<file path="config.mk">
export PLATFORM = sky130hd
export DESIGN_NAME = priority_round_robin_task_scheduler_core_flat
export DESIGN_NICKNAME = d
export VERILOG_FILES = /design/src/prrs_pkg.sv /design/src/prrs_in_if.sv /design/src/prrs_out_if.sv /design/src/prrs_ctrl.sv /design/src/prrs_datapath.sv /design/src/priority_round_robin_task_scheduler_core.sv /design/src/flat_wrapper.sv
export SDC_FILE = /design/constraint.sdc
export NUM_CORES = 1
export LEC_CHECK = 0
export ABC_AREA = 1
export ABC_CLOCK_PERIOD_IN_PS = 6250
export BUFFER_PORTS_ARGS = -buffer_cell sky130_fd_sc_hd__buf_2
export CAP_MARGIN = 10
export CELL_PAD_IN_SITES_DETAIL_PLACEMENT = 0
export CELL_PAD_IN_SITES_GLOBAL_PLACEMENT = 1
export CORE_MARGIN = 4
export CORE_UTILIZATION = 50
export CTS_CLUSTER_DIAMETER = 150
export DETAILED_ROUTE_END_ITERATION = 7
export GPL_TIMING_DRIVEN = 0
export PLACE_DENSITY_LB_ADDON = 0.1
export SLEW_MARGIN = 10
export SYNTH_ARGS = -nofsm -noshare
export SYNTH_HDL_FRONTEND = slang
export SYNTH_SLANG_ARGS = --single-unit
</file>
<file path="constraint.sdc">
create_clock -name i_clk -period 6.25 [get_ports i_clk]
set_input_delay 0.9375 -clock i_clk [delete_from_list [all_inputs] [get_ports i_clk]]
set_output_delay 0.9375 -clock i_clk [all_outputs]
set_load 0.01 [all_outputs]
</file>
<file path="src/prrs_pkg.sv">
// Shared types, constants and helpers for the priority ready-queue scheduler.
`default_nettype none
package prrs_pkg;
    localparam int NUM_LEVELS = 32;
    localparam int NUM_TASKS  = 16;
    localparam int LVL_W      = $clog2(NUM_LEVELS);
    localparam int TOP_W      = LVL_W + 1;
    localparam int TID_W      = $clog2(NUM_TASKS);
    localparam int KIND_W     = 3;
    localparam int CFG_IDX_W  = 2;
    localparam int CFG_DATA_W = 8;
    localparam logic [7:0] SLICE_RESET = 8'd10;
    localparam logic [7:0] DEPTH_MAX   = 8'd255;

    typedef enum logic [KIND_W-1:0] {
        K_ADD     = 3'd0,
        K_REMOVE  = 3'd1,
        K_SWITCH  = 3'd2,
        K_TICK    = 3'd3,
        K_CHECK   = 3'd4,
        K_SUSPEND = 3'd5,
        K_RESUME  = 3'd6,
        K_BLOCK   = 3'd7
    } t_kind;

    typedef enum logic [CFG_IDX_W-1:0] {
        CFG_SLICE_LEN = 2'd0,
        CFG_SLICE_EN  = 2'd1
    } t_cfg_idx;

    typedef enum logic [2:0] {
        S_IDLE,
        S_DECODE,
        S_ENQ,
        S_SEL,
        S_UNL,
        S_OUT
    } t_state;

    typedef struct packed {
        logic accept;
        logic simple;
        logic enq;
        logic enq_cur;
        logic sel;
        logic unl;
        logic unl_sel;
        logic take;
        logic load_out;
    } t_cmd;

    typedef struct packed {
        t_kind kind;
        logic  add_ok;
        logic  rem_ok;
        logic  suspended;
        logic  running;
        logic  top_none;
    } t_status;

    function automatic logic [TOP_W-1:0] top_level(input logic [NUM_LEVELS-1:0] bm);
        logic [TOP_W-1:0] r;
        r = TOP_W'(NUM_LEVELS);
        for (int i = NUM_LEVELS - 1; i >= 0; i--) begin
            if (bm[i]) begin
                r = TOP_W'(i);
            end
        end
        return r;
    endfunction
endpackage
`default_nettype wire

</file>
<file path="src/prrs_in_if.sv">
// Input channel: scheduler request transaction.
`default_nettype none
interface prrs_in_if;
    logic                         valid;
    logic                         ready;
    logic [prrs_pkg::KIND_W-1:0]  kind;
    logic [prrs_pkg::TID_W-1:0]   task_id;
    logic [prrs_pkg::LVL_W-1:0]   task_priority;
    modport source (output valid, kind, task_id, task_priority, input ready);
    modport sink   (input valid, kind, task_id, task_priority, output ready);
endinterface
`default_nettype wire

</file>
<file path="src/prrs_out_if.sv">
// Output channel: scheduler result transaction.
`default_nettype none
interface prrs_out_if;
    logic                        valid;
    logic                        ready;
    logic [prrs_pkg::TID_W-1:0]  running_task;
    logic                        running_valid;
    logic                        switched;
    logic                        yield_flag;
    logic                        yield_now;
    logic [prrs_pkg::TOP_W-1:0]  top_ready_level;
    modport source (output valid, running_task, running_valid, switched, yield_flag,
                    yield_now, top_ready_level, input ready);
    modport sink   (input valid, running_task, running_valid, switched, yield_flag,
                    yield_now, top_ready_level, output ready);
endinterface
`default_nettype wire

</file>
<file path="src/prrs_ctrl.sv">
// Controller state machine sequencing queue operations per transaction.
`default_nettype none
module prrs_ctrl (
    input  wire logic              i_clk,
    input  wire logic              i_rst_n,
    input  wire logic              i_in_valid,
    output logic                   o_in_ready,
    output logic                   o_out_valid,
    input  wire logic              i_out_ready,
    input  wire prrs_pkg::t_status i_status,
    output prrs_pkg::t_cmd         o_cmd
);
    import prrs_pkg::*;

    t_state r_state, n_state;
    logic   r_out_valid, n_out_valid;
    logic   load;

    assign load = (r_state == S_OUT) && (!r_out_valid || i_out_ready);

    always_ff @(posedge i_clk) begin
        if (!i_rst_n) begin
            r_state     <= S_IDLE;
            r_out_valid <= 1'b0;
        end else begin
            r_state     <= n_state;
            r_out_valid <= n_out_valid;
        end
    end

    always_comb begin
        n_state = r_state;
        unique case (r_state)
            S_IDLE: begin
                if (i_in_valid) n_state = S_DECODE;
            end
            S_DECODE: begin
                case (i_status.kind)
                    K_ADD:    n_state = i_status.add_ok ? S_ENQ : S_OUT;
                    K_REMOVE: n_state = i_status.rem_ok ? S_UNL : S_OUT;
                    K_SWITCH: begin
                        if (i_status.suspended)    n_state = S_OUT;
                        else if (i_status.running) n_state = S_ENQ;
                        else                       n_state = S_SEL;
                    end
                    default:  n_state = S_OUT;
                endcase
            end
            S_ENQ:   n_state = (i_status.kind == K_SWITCH) ? S_SEL : S_OUT;
            S_SEL:   n_state = i_status.top_none ? S_OUT : S_UNL;
            S_UNL:   n_state = S_OUT;
            S_OUT: begin
                if (load) n_state = S_IDLE;
            end
            default: n_state = S_IDLE;
        endcase
    end

    always_comb begin
        o_cmd          = '0;
        o_in_ready     = (r_state == S_IDLE);
        o_out_valid    = r_out_valid;
        n_out_valid    = load ? 1'b1 : (i_out_ready ? 1'b0 : r_out_valid);
        o_cmd.accept   = (r_state == S_IDLE) && i_in_valid;
        o_cmd.simple   = (r_state == S_DECODE);
        o_cmd.enq      = (r_state == S_ENQ);
        o_cmd.enq_cur  = (i_status.kind == K_SWITCH);
        o_cmd.sel      = (r_state == S_SEL);
        o_cmd.unl      = (r_state == S_UNL);
        o_cmd.unl_sel  = (i_status.kind == K_SWITCH);
        o_cmd.take     = (r_state == S_UNL) && (i_status.kind == K_SWITCH);
        o_cmd.load_out = load;
    end
endmodule
`default_nettype wire

</file>
<file path="src/prrs_datapath.sv">
// Datapath: ready queues, bitmap, current task, slice and suspend state.
`default_nettype none
module prrs_datapath (
    input  wire logic                            i_clk,
    input  wire logic                            i_rst_n,
    input  wire prrs_pkg::t_cmd                  i_cmd,
    output prrs_pkg::t_status                    o_status,
    input  wire logic                            i_cfg_we,
    input  wire logic [prrs_pkg::CFG_IDX_W-1:0]  i_cfg_idx,
    input  wire logic [prrs_pkg::CFG_DATA_W-1:0] i_cfg_data,
    input  wire logic [prrs_pkg::KIND_W-1:0]     i_kind,
    input  wire logic [prrs_pkg::TID_W-1:0]      i_task_id,
    input  wire logic [prrs_pkg::LVL_W-1:0]      i_task_priority,
    output logic [prrs_pkg::TID_W-1:0]           o_running_task,
    output logic                                 o_running_valid,
    output logic                                 o_switched,
    output logic                                 o_yield_flag,
    output logic                                 o_yield_now,
    output logic [prrs_pkg::TOP_W-1:0]           o_top_ready_level
);
    import prrs_pkg::*;

    logic [7:0]            r_slice_len;
    logic                  r_slice_en;
    t_kind                 r_kind;
    logic [TID_W-1:0]      r_tid;
    logic [LVL_W-1:0]      r_prio;
    logic [NUM_LEVELS-1:0] r_bitmap;
    logic [TID_W-1:0]      r_head [NUM_LEVELS];
    logic [TID_W-1:0]      r_tail [NUM_LEVELS];
    logic [TID_W-1:0]      r_next [NUM_TASKS];
    logic [TID_W-1:0]      r_prev [NUM_TASKS];
    logic [NUM_TASKS-1:0]  r_queued;
    logic [LVL_W-1:0]      r_qlvl [NUM_TASKS];
    logic [TID_W-1:0]      r_cur_task;
    logic [LVL_W-1:0]      r_cur_lvl;
    logic                  r_cur_valid;
    logic                  r_cur_run;
    logic [7:0]            r_slice_left;
    logic [7:0]            r_depth;
    logic                  r_yield;
    logic                  r_sw;
    logic                  r_ynow;
    logic [TID_W-1:0]      r_nxt;
    logic [LVL_W-1:0]      r_top;
    logic                  r_came_back;

    logic [TOP_W-1:0] top;
    logic [TID_W-1:0] enq_t, unl_t, unl_nx, unl_pv;
    logic [LVL_W-1:0] enq_l, unl_l;
    logic             at_head, at_tail, running, enq_has;
    logic [7:0]       reload, tick_dec;

    assign top     = top_level(r_bitmap);
    assign running = r_cur_valid && r_cur_run;
    assign reload  = (r_slice_len == 8'd0) ? 8'd1 : r_slice_len;
    assign tick_dec = (r_slice_left != 8'd0) ? r_slice_left - 8'd1 : 8'd0;
    assign enq_t   = i_cmd.enq_cur ? r_cur_task : r_tid;
    assign enq_l   = i_cmd.enq_cur ? r_cur_lvl : r_prio;
    assign enq_has = r_bitmap[enq_l];
    assign unl_t   = i_cmd.unl_sel ? r_nxt : r_tid;
    assign unl_l   = r_qlvl[unl_t];
    assign unl_nx  = r_next[unl_t];
    assign unl_pv  = r_prev[unl_t];
    assign at_head = (r_head[unl_l] == unl_t);
    assign at_tail = (r_tail[unl_l] == unl_t);

    assign o_status.kind      = r_kind;
    assign o_status.add_ok    = !r_queued[r_tid] && !(running && r_cur_task == r_tid);
    assign o_status.rem_ok    = r_queued[r_tid];
    assign o_status.suspended = (r_depth != 8'd0);
    assign o_status.running   = running;
    assign o_status.top_none  = (top == TOP_W'(NUM_LEVELS));

    always_ff @(posedge i_clk) begin
        if (i_cmd.accept) begin
            r_tid  <= i_task_id;
            r_prio <= i_task_priority;
        end
        if (i_cmd.enq) begin
            if (enq_has) begin
                r_next[r_tail[enq_l]] <= enq_t;
                r_prev[enq_t]         <= r_tail[enq_l];
            end else begin
                r_head[enq_l] <= enq_t;
                r_prev[enq_t] <= enq_t;
            end
            r_next[enq_t] <= enq_t;
            r_tail[enq_l] <= enq_t;
            r_qlvl[enq_t] <= enq_l;
        end
        if (i_cmd.sel) begin
            r_nxt       <= r_head[top[LVL_W-1:0]];
            r_top       <= top[LVL_W-1:0];
            r_came_back <= running && (r_head[top[LVL_W-1:0]] == r_cur_task);
        end
        if (i_cmd.unl && !(at_head && at_tail)) begin
            if (at_head) begin
                r_head[unl_l] <= unl_nx;
            end else if (at_tail) begin
                r_tail[unl_l] <= unl_pv;
            end else begin
                r_next[unl_pv] <= unl_nx;
                r_prev[unl_nx] <= unl_pv;
            end
        end
        if (i_cmd.load_out) begin
            o_running_task    <= r_cur_valid ? r_cur_task : '0;
            o_running_valid   <= r_cur_valid;
            o_switched        <= r_sw;
            o_yield_flag      <= r_yield;
            o_yield_now       <= r_ynow;
            o_top_ready_level <= top;
        end
    end

    always_ff @(posedge i_clk) begin
        if (!i_rst_n) begin
            r_slice_len  <= SLICE_RESET;
            r_slice_en   <= 1'b1;
            r_kind       <= K_ADD;
            r_bitmap     <= '0;
            r_queued     <= '0;
            r_cur_task   <= '0;
            r_cur_lvl    <= '0;
            r_cur_valid  <= 1'b0;
            r_cur_run    <= 1'b0;
            r_slice_left <= '0;
            r_depth      <= '0;
            r_yield      <= 1'b0;
            r_sw         <= 1'b0;
            r_ynow       <= 1'b0;
        end else begin
            if (i_cfg_we) begin
                if (i_cfg_idx == CFG_SLICE_LEN) r_slice_len <= i_cfg_data;
                if (i_cfg_idx == CFG_SLICE_EN)  r_slice_en  <= i_cfg_data[0];
            end
            if (i_cmd.accept) begin
                r_kind <= t_kind'(i_kind);
                r_sw   <= 1'b0;
                r_ynow <= 1'b0;
            end
            if (i_cmd.simple) begin
                case (r_kind)
                    K_SWITCH: begin
                        if (r_depth != 8'd0) r_yield <= 1'b1;
                    end
                    K_TICK: begin
                        if (r_slice_en && r_depth == 8'd0 && running) begin
                            if (tick_dec == 8'd0) begin
                                if (r_bitmap[r_cur_lvl]) begin
                                    r_yield      <= 1'b1;
                                    r_slice_left <= tick_dec;
                                end else begin
                                    r_slice_left <= reload;
                                end
                            end else begin
                                r_slice_left <= tick_dec;
                            end
                        end
                    end
                    K_CHECK: begin
                        if (top != TOP_W'(NUM_LEVELS) && r_cur_valid &&
                            top < {1'b0, r_cur_lvl}) r_yield <= 1'b1;
                    end
                    K_SUSPEND: begin
                        if (r_depth != DEPTH_MAX) r_depth <= r_depth + 8'd1;
                    end
                    K_RESUME: begin
                        if (r_depth != 8'd0) begin
                            r_depth <= r_depth - 8'd1;
                            if (r_depth == 8'd1 && r_yield) r_ynow <= 1'b1;
                        end
                    end
                    K_BLOCK: begin
                        if (running) r_cur_run <= 1'b0;
                    end
                    default: ;
                endcase
            end
            if (i_cmd.enq) begin
                r_bitmap[enq_l] <= 1'b1;
                r_queued[enq_t] <= 1'b1;
            end
            if (i_cmd.unl) begin
                if (at_head && at_tail) r_bitmap[unl_l] <= 1'b0;
                r_queued[unl_t] <= 1'b0;
            end
            if (i_cmd.take) begin
                r_cur_task  <= r_nxt;
                r_cur_lvl   <= r_top;
                r_cur_valid <= 1'b1;
                r_cur_run   <= 1'b1;
                r_yield     <= 1'b0;
                if (!r_came_back) begin
                    r_slice_left <= reload;
                    r_sw         <= 1'b1;
                end
            end
        end
    end
endmodule
`default_nettype wire

</file>
<file path="src/priority_round_robin_task_scheduler_core.sv">
// Top level of the priority ready-queue task scheduler.
// Channel | Dir | Fields
// i_in    | in  | kind, task_id, task_priority
// o_out   | out | running_task, running_valid, switched, yield_flag, yield_now,
//         |     | top_ready_level
// cfg     | in  | i_cfg_we, i_cfg_idx, i_cfg_data
// One transaction at a time, set by the controller walking the queue tables.
// Steps per transaction: decode, then result for tick, check, suspend, resume,
// block and an ignored add or remove; add enqueues and remove unlinks before
// the result; switch may requeue, select and unlink first. Reset is synchronous;
// no clearing pass. A stalled result holds the output register; the next request
// is taken before it drains.
`default_nettype none
module priority_round_robin_task_scheduler_core (
    input  wire logic                            i_clk,
    input  wire logic                            i_rst_n,
    input  wire logic                            i_cfg_we,
    input  wire logic [prrs_pkg::CFG_IDX_W-1:0]  i_cfg_idx,
    input  wire logic [prrs_pkg::CFG_DATA_W-1:0] i_cfg_data,
    prrs_in_if.sink                              i_in,
    prrs_out_if.source                           o_out
);
    import prrs_pkg::*;

    t_cmd    cmd;
    t_status status;

    prrs_ctrl u_ctrl (
        .i_clk       (i_clk),
        .i_rst_n     (i_rst_n),
        .i_in_valid  (i_in.valid),
        .o_in_ready  (i_in.ready),
        .o_out_valid (o_out.valid),
        .i_out_ready (o_out.ready),
        .i_status    (status),
        .o_cmd       (cmd)
    );

    prrs_datapath u_dp (
        .i_clk             (i_clk),
        .i_rst_n           (i_rst_n),
        .i_cmd             (cmd),
        .o_status          (status),
        .i_cfg_we          (i_cfg_we),
        .i_cfg_idx         (i_cfg_idx),
        .i_cfg_data        (i_cfg_data),
        .i_kind            (i_in.kind),
        .i_task_id         (i_in.task_id),
        .i_task_priority   (i_in.task_priority),
        .o_running_task    (o_out.running_task),
        .o_running_valid   (o_out.running_valid),
        .o_switched        (o_out.switched),
        .o_yield_flag      (o_out.yield_flag),
        .o_yield_now       (o_out.yield_now),
        .o_top_ready_level (o_out.top_ready_level)
    );

`ifndef NO_ASSERTIONS
    a_one_at_a_time: assert property (@(posedge i_clk) disable iff (!i_rst_n)
        i_in.valid && i_in.ready |=> !i_in.ready)
        else $error("request accepted while busy");
    a_switch_needs_task: assert property (@(posedge i_clk) disable iff (!i_rst_n)
        o_out.valid && o_out.switched |-> o_out.running_valid)
        else $error("switch reported with no current task");
    a_top_range: assert property (@(posedge i_clk) disable iff (!i_rst_n)
        o_out.valid |-> o_out.top_ready_level <= 6'(NUM_LEVELS))
        else $error("top ready level out of range");
`endif
endmodule
`default_nettype wire
</file>
<file path="src/flat_wrapper.sv">
// flat-port wrapper written by rule: the top's interface ports become plain ports
module priority_round_robin_task_scheduler_core_flat import prrs_pkg::*;
  (i_clk, i_rst_n, i_cfg_we, i_cfg_idx, i_cfg_data, i_in_valid, i_in_kind, i_in_task_id, i_in_task_priority, i_in_ready, o_out_valid, o_out_running_task, o_out_running_valid, o_out_switched, o_out_yield_flag, o_out_yield_now, o_out_top_ready_level, o_out_ready);
  prrs_in_if i_in_i ();
  prrs_out_if o_out_i ();
  input  wire logic i_clk;
  input  wire logic i_rst_n;
  input  wire logic i_cfg_we;
  input  wire logic [prrs_pkg::CFG_IDX_W-1:0] i_cfg_idx;
  input  wire logic [prrs_pkg::CFG_DATA_W-1:0] i_cfg_data;
  input wire logic [$bits(i_in_i.valid)-1:0] i_in_valid;
  input wire logic [$bits(i_in_i.kind)-1:0] i_in_kind;
  input wire logic [$bits(i_in_i.task_id)-1:0] i_in_task_id;
  input wire logic [$bits(i_in_i.task_priority)-1:0] i_in_task_priority;
  output wire logic [$bits(i_in_i.ready)-1:0] i_in_ready;
  output wire logic [$bits(o_out_i.valid)-1:0] o_out_valid;
  output wire logic [$bits(o_out_i.running_task)-1:0] o_out_running_task;
  output wire logic [$bits(o_out_i.running_valid)-1:0] o_out_running_valid;
  output wire logic [$bits(o_out_i.switched)-1:0] o_out_switched;
  output wire logic [$bits(o_out_i.yield_flag)-1:0] o_out_yield_flag;
  output wire logic [$bits(o_out_i.yield_now)-1:0] o_out_yield_now;
  output wire logic [$bits(o_out_i.top_ready_level)-1:0] o_out_top_ready_level;
  input wire logic [$bits(o_out_i.ready)-1:0] o_out_ready;
  assign i_in_i.valid = i_in_valid;
  assign i_in_i.kind = i_in_kind;
  assign i_in_i.task_id = i_in_task_id;
  assign i_in_i.task_priority = i_in_task_priority;
  assign i_in_ready = i_in_i.ready;
  assign o_out_valid = o_out_i.valid;
  assign o_out_running_task = o_out_i.running_task;
  assign o_out_running_valid = o_out_i.running_valid;
  assign o_out_switched = o_out_i.switched;
  assign o_out_yield_flag = o_out_i.yield_flag;
  assign o_out_yield_now = o_out_i.yield_now;
  assign o_out_top_ready_level = o_out_i.top_ready_level;
  assign o_out_i.ready = o_out_ready;
  priority_round_robin_task_scheduler_core u_core (.i_clk(i_clk), .i_rst_n(i_rst_n), .i_cfg_we(i_cfg_we), .i_cfg_idx(i_cfg_idx), .i_cfg_data(i_cfg_data), .i_in(i_in_i), .o_out(o_out_i));
endmodule
</file>
Word-level counts from Yosys, hierarchy flattened

Memory sizes are Yosys's and may differ from the RTL's.
Index checks and enable logic that the tools add are counted.

Add/sub/neg operators: 3
$lt $le $gt $ge: 11
Eq/ne operators: 30
Mux-type cells: 130
Bitwise logic cells: 8
Reduce and logical (&&, ||, !) cells: 48

Operators with widths:

| kind                                                       | count |
|---|---|
| 2-to-1 mux 6 bit                                           | 32 |
| 2-to-1 mux 32 bit                                          | 4 |
| 2-to-1 mux 8 bit                                           | 11 |
| 2-to-1 mux 1 bit                                           | 52 |
| 2-to-1 mux 16 bit                                          | 3 |
| 2-to-1 mux 4 bit                                           | 9 |
| AND 32 bit                                                 | 1 |
| NOT 32 bit                                                 | 1 |
| OR 32 bit                                                  | 1 |
| logical NOT 8 bit                                          | 3 |
| == test 3 bit, second input constant                       | 6 |
| logical AND 1 bit                                          | 18 |
| less-than comparator 5 x 6 -> 1 bit, second input constant | 3 |
| one-hot mux 3 bit (6 select lines)                         | 1 |
| AND 16 bit                                                 | 1 |
| == test 4 bit                                              | 4 |
| NOT 16 bit                                                 | 1 |
| OR 16 bit                                                  | 1 |
| one-hot mux 8 bit (2 select lines)                         | 1 |
| nonzero test 8 bit                                         | 2 |
| OR reduction 4 bit                                         | 4 |
| subtractor 8 x 1 -> 8 bit, second input constant           | 2 |
| less-than comparator 4 x 5 -> 1 bit, second input constant | 3 |
| 2-to-1 mux 3 bit                                           | 5 |
| 33 further kinds                                           | 61 |

Flip-flop bits (word level): 127
Memory bits (writable): 464
Input bits: 27
Output and inout bits: 16
Logic and storage cells: 262
Memories kept: 5

Memory list:

| memory             | words | bits a word | read ports | clocked after memory_dff | write ports | RTL line            | text |
|---|---|---|---|---|---|---|---|
| u_core.u_dp.r_head | 32    | 4           | 2          | 0                        | 1           | prrs_datapath.sv:29 | `logic [TID_W-1:0] r_head [NUM_LEVELS];` |
| u_core.u_dp.r_tail | 32    | 4           | 2          | 0                        | 1           | prrs_datapath.sv:30 | `logic [TID_W-1:0] r_tail [NUM_LEVELS];` |
| u_core.u_dp.r_qlvl | 16    | 5           | 1          | 0                        | 1           | prrs_datapath.sv:34 | `logic [LVL_W-1:0] r_qlvl [NUM_TASKS];` |
| u_core.u_dp.r_next | 16    | 4           | 1          | 0                        | 2           | prrs_datapath.sv:31 | `logic [TID_W-1:0] r_next [NUM_TASKS];` |
| u_core.u_dp.r_prev | 16    | 4           | 1          | 0                        | 1           | prrs_datapath.sv:32 | `logic [TID_W-1:0] r_prev [NUM_TASKS];` |

Longest topological paths before layout

Gate-level depths: netlist (run 1).

Depth after elaboration: 37
Gate-level depth with buffers: 44
Gate-level depth less buffers: 43

Cells and area by module

From an unflattened synthesis (run 1), not the netlist that was laid out.

Cells, all modules: 3699
Area, all modules: 31784.2 µm²

Modules (own cells, without submodules):

| module        | instances | cells an instance | area each (µm²) | seq. area each (µm²) |
|---|---|---|---|---|
| prrs_datapath | 1         | 3638              | 31418.9         | 16726.0 |
| prrs_ctrl     | 1         | 61                | 365.4           | 80.1 |

Worst setup path after synthesis (run 1)

OpenSTA, ideal clock, no wires.

Path kind: register to register
Start point: register u_core.u_dp.r_kind[0]
End point: memory u_core.u_dp.r_tail[0][0] in the netlist's numbering (data pin)
Setup time: 0.454 ns
Data arrival time: 4.617 ns
Required time: 5.796 ns
Setup slack: 1.179 ns
Cell stages (with the launch flop): 30
Buffers on the path: 4
Clock period less this slack: 5.071 ns
Path through: dfxtp_1 inv_2 nand3_2 buf_6 nand2_2 nand2_2 nand2_1 clkinv_1 buf_2 a22oi_1 nand2_1 nand2_1 nand2_2 nor2_8 nor2_1 buf_2 a22oi_1 o221ai_1 a221oi_2 nand2_1 nand2_1 nand2_1 nor2_1 nand3_2 inv_2 nor2_1 nand2_1 buf_4 inv_1 o21ai_0

Word-level cells in the longest chain between the ends: 12
Elaborated cells between the ends (all ways): 18
Those cells by class: 3 x eq/ne; 7 x mux; 4 x reduce/logical; 4 x memory

RTL lines:

| item                                        | RTL line                                 | text |
|---|---|---|
| start, declared                             | prrs_datapath.sv:25                      | `t_kind r_kind;` |
| start signal, assigned                      | prrs_datapath.sv:139                     | `r_kind <= t_kind'(i_kind);` |
| == test 3 x 2 -> 1 bit *                    | prrs_ctrl.sv:67, prrs_ctrl.sv:70         |  |
| 2-to-1 mux 4 bit                            | prrs_datapath.sv:61                      | `assign unl_t = i_cmd.unl_sel ? r_nxt : r_tid;` |
| memory read (16 x 5 bit)                    | --                                       |  |
| memory read (32 x 4 bit) (on tied branches) | --                                       |  |
| == test 4 bit (on tied branches)            | prrs_datapath.sv:65, prrs_datapath.sv:66 |  |
| logical AND 1 bit                           | prrs_datapath.sv:97                      | `if (i_cmd.unl && !(at_head && at_tail)) begin` |
| logical NOT 1 bit                           | prrs_datapath.sv:97                      |  |
| logical AND 1 bit                           | prrs_datapath.sv:97                      |  |
| 2-to-1 mux 1 bit                            | prrs_datapath.sv:97                      |  |
| 2-to-1 mux 1 bit (not written as such)      | prrs_datapath.sv:101                     | `r_tail[unl_l] <= unl_pv;` |
| OR reduction 4 bit (no line)                | --                                       |  |
| 2-to-1 mux 4 bit (no line) *                | --                                       |  |
| end, declared                               | prrs_datapath.sv:30                      |  |

Mark *: on every way between the ends. The rest lies on a longest branch, timed or not.

Worst setup path in the final report (run 1)

Start point: register u_core.u_dp.r_kind[0]
End point: memory u_core.u_dp.r_tail[10][3] in the netlist's numbering, enable pin

Word-level cells in the longest chain between the ends: 12
Elaborated cells between the ends (all ways): 18
Those cells by class: 3 x eq/ne; 8 x mux; 4 x reduce/logical; 3 x memory

RTL lines:

| item                                                                  | RTL line |
|---|---|
| == test 3 x 2 -> 1 bit *                                              | prrs_ctrl.sv:67, prrs_ctrl.sv:70 |
| 2-to-1 mux 4 bit                                                      | prrs_datapath.sv:61 |
| memory read (16 x 5 bit)                                              | -- |
| memory read (32 x 4 bit) (on tied branches)                           | -- |
| == test 4 bit (on tied branches)                                      | prrs_datapath.sv:65, prrs_datapath.sv:66 |
| logical AND 1 bit                                                     | prrs_datapath.sv:97 |
| logical NOT 1 bit                                                     | prrs_datapath.sv:97 |
| logical AND 1 bit                                                     | prrs_datapath.sv:97 |
| 2-to-1 mux 1 bit                                                      | prrs_datapath.sv:97 |
| 2-to-1 mux 1 bit (not written as such)                                | prrs_datapath.sv:101 |
| OR reduction 4 bit (no line)                                          | -- |
| 2-to-1 mux 5 bit (no line) / 2-to-1 mux 1 bit (equally long branches) | -- |

Marks and branches as above.

==> qor.log, run 1 <==
qor: pwr.share_seq_of_total_power 30.2%
qor: yosys.synth_async_sr_flop_share 0%
qor: yosys.synth_simple_gate_area_share 16.4%
qor: route.drt_drc_violations_left 0
qor: yosys.area_share_of_xor_xnor_cells_in_the_synthesized_design 0.219%
qor: yosys.netlist.area_leader.share 53.4%
qor: global_route.groute.usage.overall 32.2%
qor: placement.port_buffers 41
qor: pwr.combinationalPowerShare 47.4%
qor: finish.layout.cells.most_common edfxtp_1
qor: floorplan.ioPinCount 43
qor: yosys.synthCells 2820
qor: route.met2WireLength 44800 microns
qor: yosys.dominant_combinational_cell_family_by_area_after_synthesis simple AND/OR/NAND/NOR gates
qor: sta.hold_violations 0
qor: yosys.synthAdderAreaFrac 0.403%
qor: yosys.ys_seq_elements 591
qor: route.routedLengthMet1 38900 microns
qor: sta.tightestPinTransition 1.28 ns
qor: global_route.grt_first_pass_wirelength 145000 microns
qor: min_path.hp-class flip-flop to flip-flop
qor: sta.final_critical_path_setup_slack 0.153 ns
qor: pwr.internal-power 9.28 mW
qor: global_route.grt.overflow.total 0
qor: finish.areaGrowthSynthToFinish 15.9%
qor: pwr.cellLeakagePower 11.8 nW
qor: cts.cts_hold_repair.buffers 0
qor: sta.slew_headroom 14.1%
qor: finish.filler_cell_count 4725
qor: sta.fmaxAchievable 164 MHz
qor: yosys.synthesis.nets 2856
qor: yosys.post-synth-top-area-cell edfxtp_1
qor: yosys.mappedNetlistArea 28000 sq um
qor: sta.fin_setup_tns 0 ns
qor: worst_setup_path.timing.critical_path.slowest_stage_cell buf_2
qor: sta.finalSetupViolCount 0
qor: yosys.avgSynthCellArea 9.92 sq um
qor: worst_setup_path.timing.critical_path.from_type flip-flop
qor: run.maxCapViolCount 0
qor: yosys.synthMuxAreaShare 0.0716%
qor: route.topRoutingLayerUsed met5
qor: pwr.clockPowerShare 22.4%
qor: finish.antenna_cells_inserted 0
qor: pwr.switchingPower 7.76 mW
qor: route.total_wire_length 98700 microns
qor: worst_setup_path.setup.worst_path.end_class flip-flop
qor: route.routed_via_density 6.32
qor: worst_setup_path.crit_required 6.56 ns
qor: worst_setup_path.worst-path-max-fanout 10
qor: worst_setup_path.critPathMaxStageDelay 0.42 ns
qor: cts.cts_root_buf clkbuf_16
qor: route.drt-wirelength-per-cell 26.3 microns
qor: cts.numClockSinks 591
qor: worst_setup_path.critical_path_class flip-flop to flip-flop
qor: route.drt_pass1_iterations 6
qor: cts.cts_tree yes
qor: finish.final_layout_size_suffix_gt1_share 13.8%
qor: floorplan.initial_core_util 50.7%
qor: global_route.via_count_of_the_first_global_routing_pass 22.5k
qor: yosys.synth_ff_type edfxtp_1
qor: global_route.grt_start_max_net_pins 33
qor: yosys.synth_warn 0
qor: placement.post-dp-hpwl 69800 microns
qor: yosys.edff_count_synth 497
qor: finish.multiInputGateArea 10000 sq um
qor: floorplan.dieHeight 244 microns
qor: route.route.met3.wl 9880 microns
qor: sta.slew_viol_final 0
qor: sta.final_min_period_over_clock_period 97.6%
qor: cts.ctsHtreeMaxLevel 2
qor: worst_setup_path.critical_path_arrival 6.41 ns
qor: global_route.number_of_antenna_violations_at_the_first_check_in_global_routing 1
qor: floorplan.core_region_area 55200 sq um
qor: yosys.synth_sequential_area_ratio 60.1%
qor: sta.worst_clock_skew 0.0281 ns
qor: pwr.max-vdd-ir-drop 342 uV
qor: floorplan.floorplan.die.width 244 microns
qor: finish.mostFrequentLayoutCells edfxtp_1, nand2_1, inv_1
qor: cts.number_of_buffers_inserted_during_clock_tree_synthesis 60
qor: pwr.power.density 526 nW/um^2
qor: finish.post-route-util 58.7%
qor: finish.regArea 16800 sq um
qor: yosys.compound_gate_portion_of_the_synthesized_area 16.1%
qor: cts.clock_latency 0.65 ns
qor: cts.reg_clk_slew_reported_paths 0.06 ns
qor: route.antenna_violating_nets_post_route 0
qor: pwr.finalPower 17.0 mW
qor: yosys.synth.lib_cells_used.distinct 58
qor: route.via_count 23.7k
qor: floorplan.core_rows 86
qor: pwr.power.share.switching 45.5%
qor: floorplan.floorplan.die_area 59800 sq um
qor: placement.place_congestion 0.998
qor: sta.minimum_clock_period_after_layout 6.10 ns
qor: cts.cts-root-to-sink-buffers 3
qor: route.initialDrtViolationCount 3192
qor: yosys.synth.area.top_cells edfxtp_1, dfxtp_1, nand2_1, nand3_1, inv_1
qor: placement.place_worst_setup_slack -0.908 ns
qor: outcome.status finished, final reports clean
qor: finish.nNetsFinal 2984
qor: sta.unrepaired_setup_endpoints_after_global_routing true
-- synthesized netlist by cell type, types with 7 or more instances --
cell type,number
a21oi_1,108
a221oi_1,12
a22oi_1,120
a31oi_1,20
buf_1,8
buf_2,33
buf_4,9
clkbuf_1,80
clkinv_1,10
dfxtp_1,94
edfxtp_1,497
ha_1,9
inv_1,304
inv_2,16
nand2_1,357
nand2_2,7
nand3_1,233
nand3_2,10
nand3b_1,12
nand4_1,20
nor2_1,249
nor3_1,101
o211ai_1,7
o21ai_0,192
o21ai_1,35
o21ai_2,9
o221ai_1,24
o22ai_1,142
o31ai_1,20
or4_1,9
-- cell type report --
| class | count | share of cell area (%) |
|---|---|---|
| repair buffers | 67 | 2.01 |
| flip-flops and latches | 591 | 51.8 |
| clock buffers | 65 | 4.79 |
| multi-input cells | 1762 | 30.9 |
| inverters | 331 | 3.84 |
| well taps | 748 | 2.89 |
| clock inverters | 49 | 1.68 |
| plain buffers | 135 | 2.09 |
-- registers in the layout, indices dropped and copies added (netlist names), 3 cells and up --
| register | count |
|---|---|
| u_core.u_dp.r_top | 5 |
| u_core.u_dp.r_tid | 4 |
| u_core.u_dp.r_prio | 5 |
| u_core.u_dp.r_cur_task | 4 |
| u_core.u_dp.o_top_ready_level | 6 |
| u_core.u_dp.r_slice_left | 8 |
| u_core.u_dp.r_bitmap | 32 |
| u_core.u_dp.r_cur_lvl | 5 |
| u_core.u_dp.r_slice_len | 8 |
| u_core.u_dp.r_head | 128 |
| u_core.u_dp.r_kind | 3 |
| u_core.u_dp.r_qlvl | 80 |
| u_core.u_dp.r_queued | 16 |
| u_core.u_dp.r_depth | 8 |
| u_core.u_dp.r_nxt | 4 |
| u_core.u_dp.o_running_task | 4 |
| u_core.u_dp.r_next | 64 |
| u_core.u_ctrl.r_state | 3 |
| u_core.u_dp.r_tail | 128 |
| u_core.u_dp.r_prev | 64 |
-- stage by stage --
step | instances | hold WS, ns | cell area, sq um
6_report | 3748 | 0.436 | 32400
5_1_grt | 3748 | 0.445 | 32400
4_1_cts | 3734 | 0.432 | 31600
3_5_place_dp | 3618 | 0.418 | 29400
2_1_floorplan | 2820 | 0.409 | 28000
3_3_place_gp | 3609 | 0.419 | 29100
-- final timing paths --
path	startpoint	to	slack (ns)	cells after the start
max reg2reg	u_core.u_dp.r_kind[0]	u_core.u_dp.r_tail[10][3]	0.15	26
min reg2reg	u_core.u_dp.r_sw	u_core.u_dp.o_switched	0.44	0
min	u_core.u_dp.r_sw	u_core.u_dp.o_switched	0.44	0
max	u_core.u_dp.r_kind[0]	u_core.u_dp.r_tail[10][3]	0.15	26
-- logic make-up (layout without fill, tap and decap cells) --
logic type | after synthesis | count (layout)
AND/OR/NAND/NOR | 1022 | 1022
buffers and inverters | 467 | 647
multiplexers | 2 | 2
AO/OA/AOI/OAI | 722 | 722
XOR/XNOR | 7 | 7
flip-flops | 591 | 591
adder cells (fa/ha/maj) | 9 | 9
-- worst max-delay path: cells and delay by family, from the launching register on --
family / cells / cell delay [ns]
buffers and inverters: 7 / 1.48
flip-flops: 1 / 0.36
XOR/XNOR: 1 / 0.10
AO/OA/AOI/OAI: 4 / 1.09
AND/OR/NAND/NOR: 14 / 2.71
-- metal layers --
metal  up-vias  GRT usage, %
li1      10500             -
met1     11400          43.8
met2      1454          50.3
met3       324          6.75
met4         2          14.2
met5         -             0
-- timing repair --
item,CTS,global route
resized for setup,30,167
endpoints found under the setup margin,767,674
buffers inserted,2,14
pin swaps,1,11
cloned,0,0
-- power by group through the flow --
stage	clock network, mW	registers [mW]	logic (mW)
after global placement	0	5.28	6.99
final	3.82	5.15	8.08
after global routing	4.02	5.16	8.40
after detailed placement	0	5.23	7.26
after floorplan	0	5.21	4.24
after CTS	3.86	5.15	7.33
Power figures use the tool's default switching activity.
==> inputs of run 2 (changes only) <==
- PLACE_DENSITY_LB_ADDON: 0.1 -> 0.25
==> run 2 against run 1 <==
  * Combinational power down 0.7%
  * Die area unchanged
  * Total power up 0.44%
  * Fmax down 1.5%
  * Cell count about the same
  * Clock power up 3%
  * Clock skew up 0.0060 ns
  * Routed wire length up 1.4%
  * Clock-buffer cell count up 22
  * Sequential power about the same
  * Critical endpoint is now u_core.u_dp.r_next[5][0]
  * Largest power group unchanged
  * Highest routed layer is now met4
==> qor.log, run 2 (same netlist as run 1, synthesis figures left out) <==
qor: outcome.status finished, final reports clean
qor: floorplan.initial_core_util 50.7% [unchanged]
qor: worst_setup_path.critical_path_arrival 6.43 ns [+0.02 ns]
qor: pwr.cellLeakagePower 11.7 nW [-0.35%]
qor: worst_setup_path.critPathMaxStageDelay 0.64 ns [+0.22 ns]
qor: global_route.grt_start_max_net_pins 33 [unchanged]
qor: floorplan.ioPinCount 43 [unchanged]
qor: global_route.groute.usage.overall 32.6% [+0.41 points]
qor: finish.post-route-util 58.8% [+0.077 points]
qor: pwr.power.share.switching 45.2% [-0.32 points]
qor: route.total_wire_length 100000 microns [+1.4%]
qor: sta.worst_clock_skew 0.0341 ns [+0.00601 ns]
qor: worst_setup_path.delay_heaviest_family_cp buffers and inverters
qor: pwr.share_seq_of_total_power 30.1% [about the same]
qor: min_path.hp-class flip-flop to flip-flop
qor: pwr.internal-power 9.38 mW [+1.0%]
qor: floorplan.core_rows 86 [unchanged]
qor: worst_setup_path.timing.critical_path.slowest_stage_cell clkbuf_1
qor: floorplan.dieHeight 244 microns [unchanged]
qor: worst_setup_path.timing.critical_path.from_type flip-flop
qor: global_route.number_of_antenna_violations_at_the_first_check_in_global_routing 0 [-1]
qor: finish.nNetsFinal 2989 [+0.17%]
qor: finish.final_layout_size_suffix_gt1_share 12.9% [-0.84 points]
qor: floorplan.floorplan.die.width 244 microns [unchanged]
qor: finish.areaGrowthSynthToFinish 16.1%
qor: finish.antenna_cells_inserted 0 [unchanged]
qor: pwr.max-vdd-ir-drop 414 uV [+21%]
qor: worst_setup_path.timing.critical_path.buf_inv 7 [unchanged]
qor: sta.hold_slack 0.438 ns [+0.00156 ns]
qor: route.antenna_violating_nets_post_route 0 [unchanged]
qor: sta.tightestPinTransition 1.28 ns [+0.000945 ns]
qor: sta.minimum_clock_period_after_layout 6.19 ns [+0.0954 ns]
qor: global_route.grt_first_pass_wirelength 146000 microns [+1.2%]
qor: finish.layout.cells.most_common edfxtp_1
qor: pwr.power.density 527 nW/um^2 [+0.30%]
qor: cts.ctsHtreeMaxLevel 3 [+1]
qor: finish.mostFrequentLayoutCells edfxtp_1, nand2_1, inv_1
qor: sta.fin_setup_tns 0 ns [unchanged]
qor: global_route.via_count_of_the_first_global_routing_pass 22.9k [+1.5%]
qor: cts.clock_latency 0.62 ns [-0.03 ns]
qor: worst_setup_path.setup.worst_path.end_class flip-flop
qor: cts.cts-root-to-sink-buffers 3 [unchanged]
qor: global_route.grt.overflow.total 0 [unchanged]
qor: sta.final_min_period_over_clock_period 99.1% [+1.5 points]
qor: worst_setup_path.critPathMostFrequentCell nand2_1
qor: placement.post-dp-hpwl 70000 microns [+0.19%]
qor: sta.fmaxAchievable 161 MHz [-1.5%]
qor: sta.slew_headroom 14.7% [+0.59 points]
qor: floorplan.core_region_area 55200 sq um [unchanged]
qor: worst_setup_path.timing.reg2reg.setup_slack 0.06 ns [-0.10 ns]
qor: cts.numClockSinks 591 [unchanged]
qor: sta.slew_viol_final 0 [unchanged]
qor: cts.number_of_buffers_inserted_during_clock_tree_synthesis 66 [+10%]
qor: route.initialDrtViolationCount 3582 [+12%]
qor: pwr.clockPowerShare 23.0% [+0.6 points]
qor: pwr.combinationalPowerShare 46.9% [-0.5 points]
qor: cts.reg_clk_slew_reported_paths 0.06 ns [about the same]
qor: placement.place_congestion 0.990 [-0.85%]
qor: sta.hold_violations 0 [unchanged]
qor: sta.finalSetupViolCount 0 [unchanged]
qor: route.drt_drc_violations_left 0 [unchanged]
qor: route.routed_via_density 6.40 [+1.2%]
qor: route.via_count 24.0k [+1.3%]
qor: run.maxCapViolCount 0 [unchanged]
qor: pwr.finalPower 17.1 mW [+0.44%]
qor: finish.registers_with_the_most_flip_flops u_core.u_dp.r_head (128), u_core.u_dp.r_tail (128), u_core.u_dp.r_qlvl (80)
qor: worst_setup_path.crit_required 6.49 ns [-0.07 ns]
qor: worst_setup_path.crit_chain inv_2, buf_6, nand2_1, nor2_1, clkbuf_1, o21ai_1, clkinv_1, nor2_1, inv_1, clkbuf_1, clkbuf_2, o22ai_1, o31ai_1, o2111ai_1, nor3_1, nand2_1, nand2_1, nand3_1, o21bai_1
qor: route.drt-wirelength-per-cell 26.7 microns [+1.4%]
qor: worst_setup_path.critical_path_class flip-flop to flip-flop
qor: route.drt_pass1_iterations 8 [+2]
qor: placement.port_buffers 41 [unchanged]
qor: floorplan.floorplan.die_area 59800 sq um [unchanged]
qor: worst_setup_path.worst-path-max-fanout 10 [unchanged]
qor: cts.cts_root_buf clkbuf_16
qor: pwr.switchingPower 7.74 mW [-0.27%]
qor: cts.cts_tree yes
-- run 2: cell type report --
type	instances	area [sq um]
buffer	135	668
clock buffer	87	1780
clock inverter	30	368
fill	4661	22700
inverter	331	1250
multi-input combinational	1763	10100
sequential	591	16800
tap	748	936
timing repair buffer	65	578
-- run 2: metal layers --
metal | up-vias | global-route usage, % | wire length (microns)
li1 | 10500 | - | -
met2 | 1629 | 50.3 | 44900
met3 | 346 | 6.93 | 10700
met1 | 11500 | 44.5 | 39600
met5 | - | 0 | 0
met4 | 0 | 15.2 | 5000
-- run 2: path summary, 6_finish.rpt --
| path | startpoint | to | depth (start not counted) |
|---|---|---|---|
| worst max-delay path | u_core.u_dp.r_kind[2] | u_core.u_dp.r_next[5][0] | 19 |
| worst min-delay path | u_core.u_dp.r_ynow | u_core.u_dp.o_yield_now | 0 |
| worst max register to register | u_core.u_dp.r_kind[2] | u_core.u_dp.r_next[5][0] | 19 |
| worst min register to register | u_core.u_dp.r_ynow | u_core.u_dp.o_yield_now | 0 |
-- run 2: repair_timing --
item,in CTS,in global routing
gates resized for setup,73,113
buffers inserted,4,12
hold buffers,0,0
endpoints found under the setup margin,734,700
gates cloned,1,0
pin swaps,4,6
-- run 2: power by group through the flow --
| stage | combinational, mW | sequential (mW) | clock [mW] |
|---|---|---|---|
| after detailed placement | 7.20 | 5.23 | 0 |
| after global routing | 8.33 | 5.16 | 4.15 |
| after CTS | 7.34 | 5.15 | 3.97 |
| final | 8.02 | 5.15 | 3.94 |
| after floorplan | 4.24 | 5.21 | 0 |
| after global placement | 6.94 | 5.28 | 0 |
-- run 2: stage by stage --
stage / instances / setup WS (ns) / instance area, sq um
floorplan: 2820 / 1.18 / 28000
global placement: 3609 / -3.49 / 29100
detailed placement: 3617 / -0.686 / 29400
CTS: 3739 / -0.176 / 31800
global route: 3750 / -0.0602 / 32500
finish: 3750 / 0.0575 / 32500
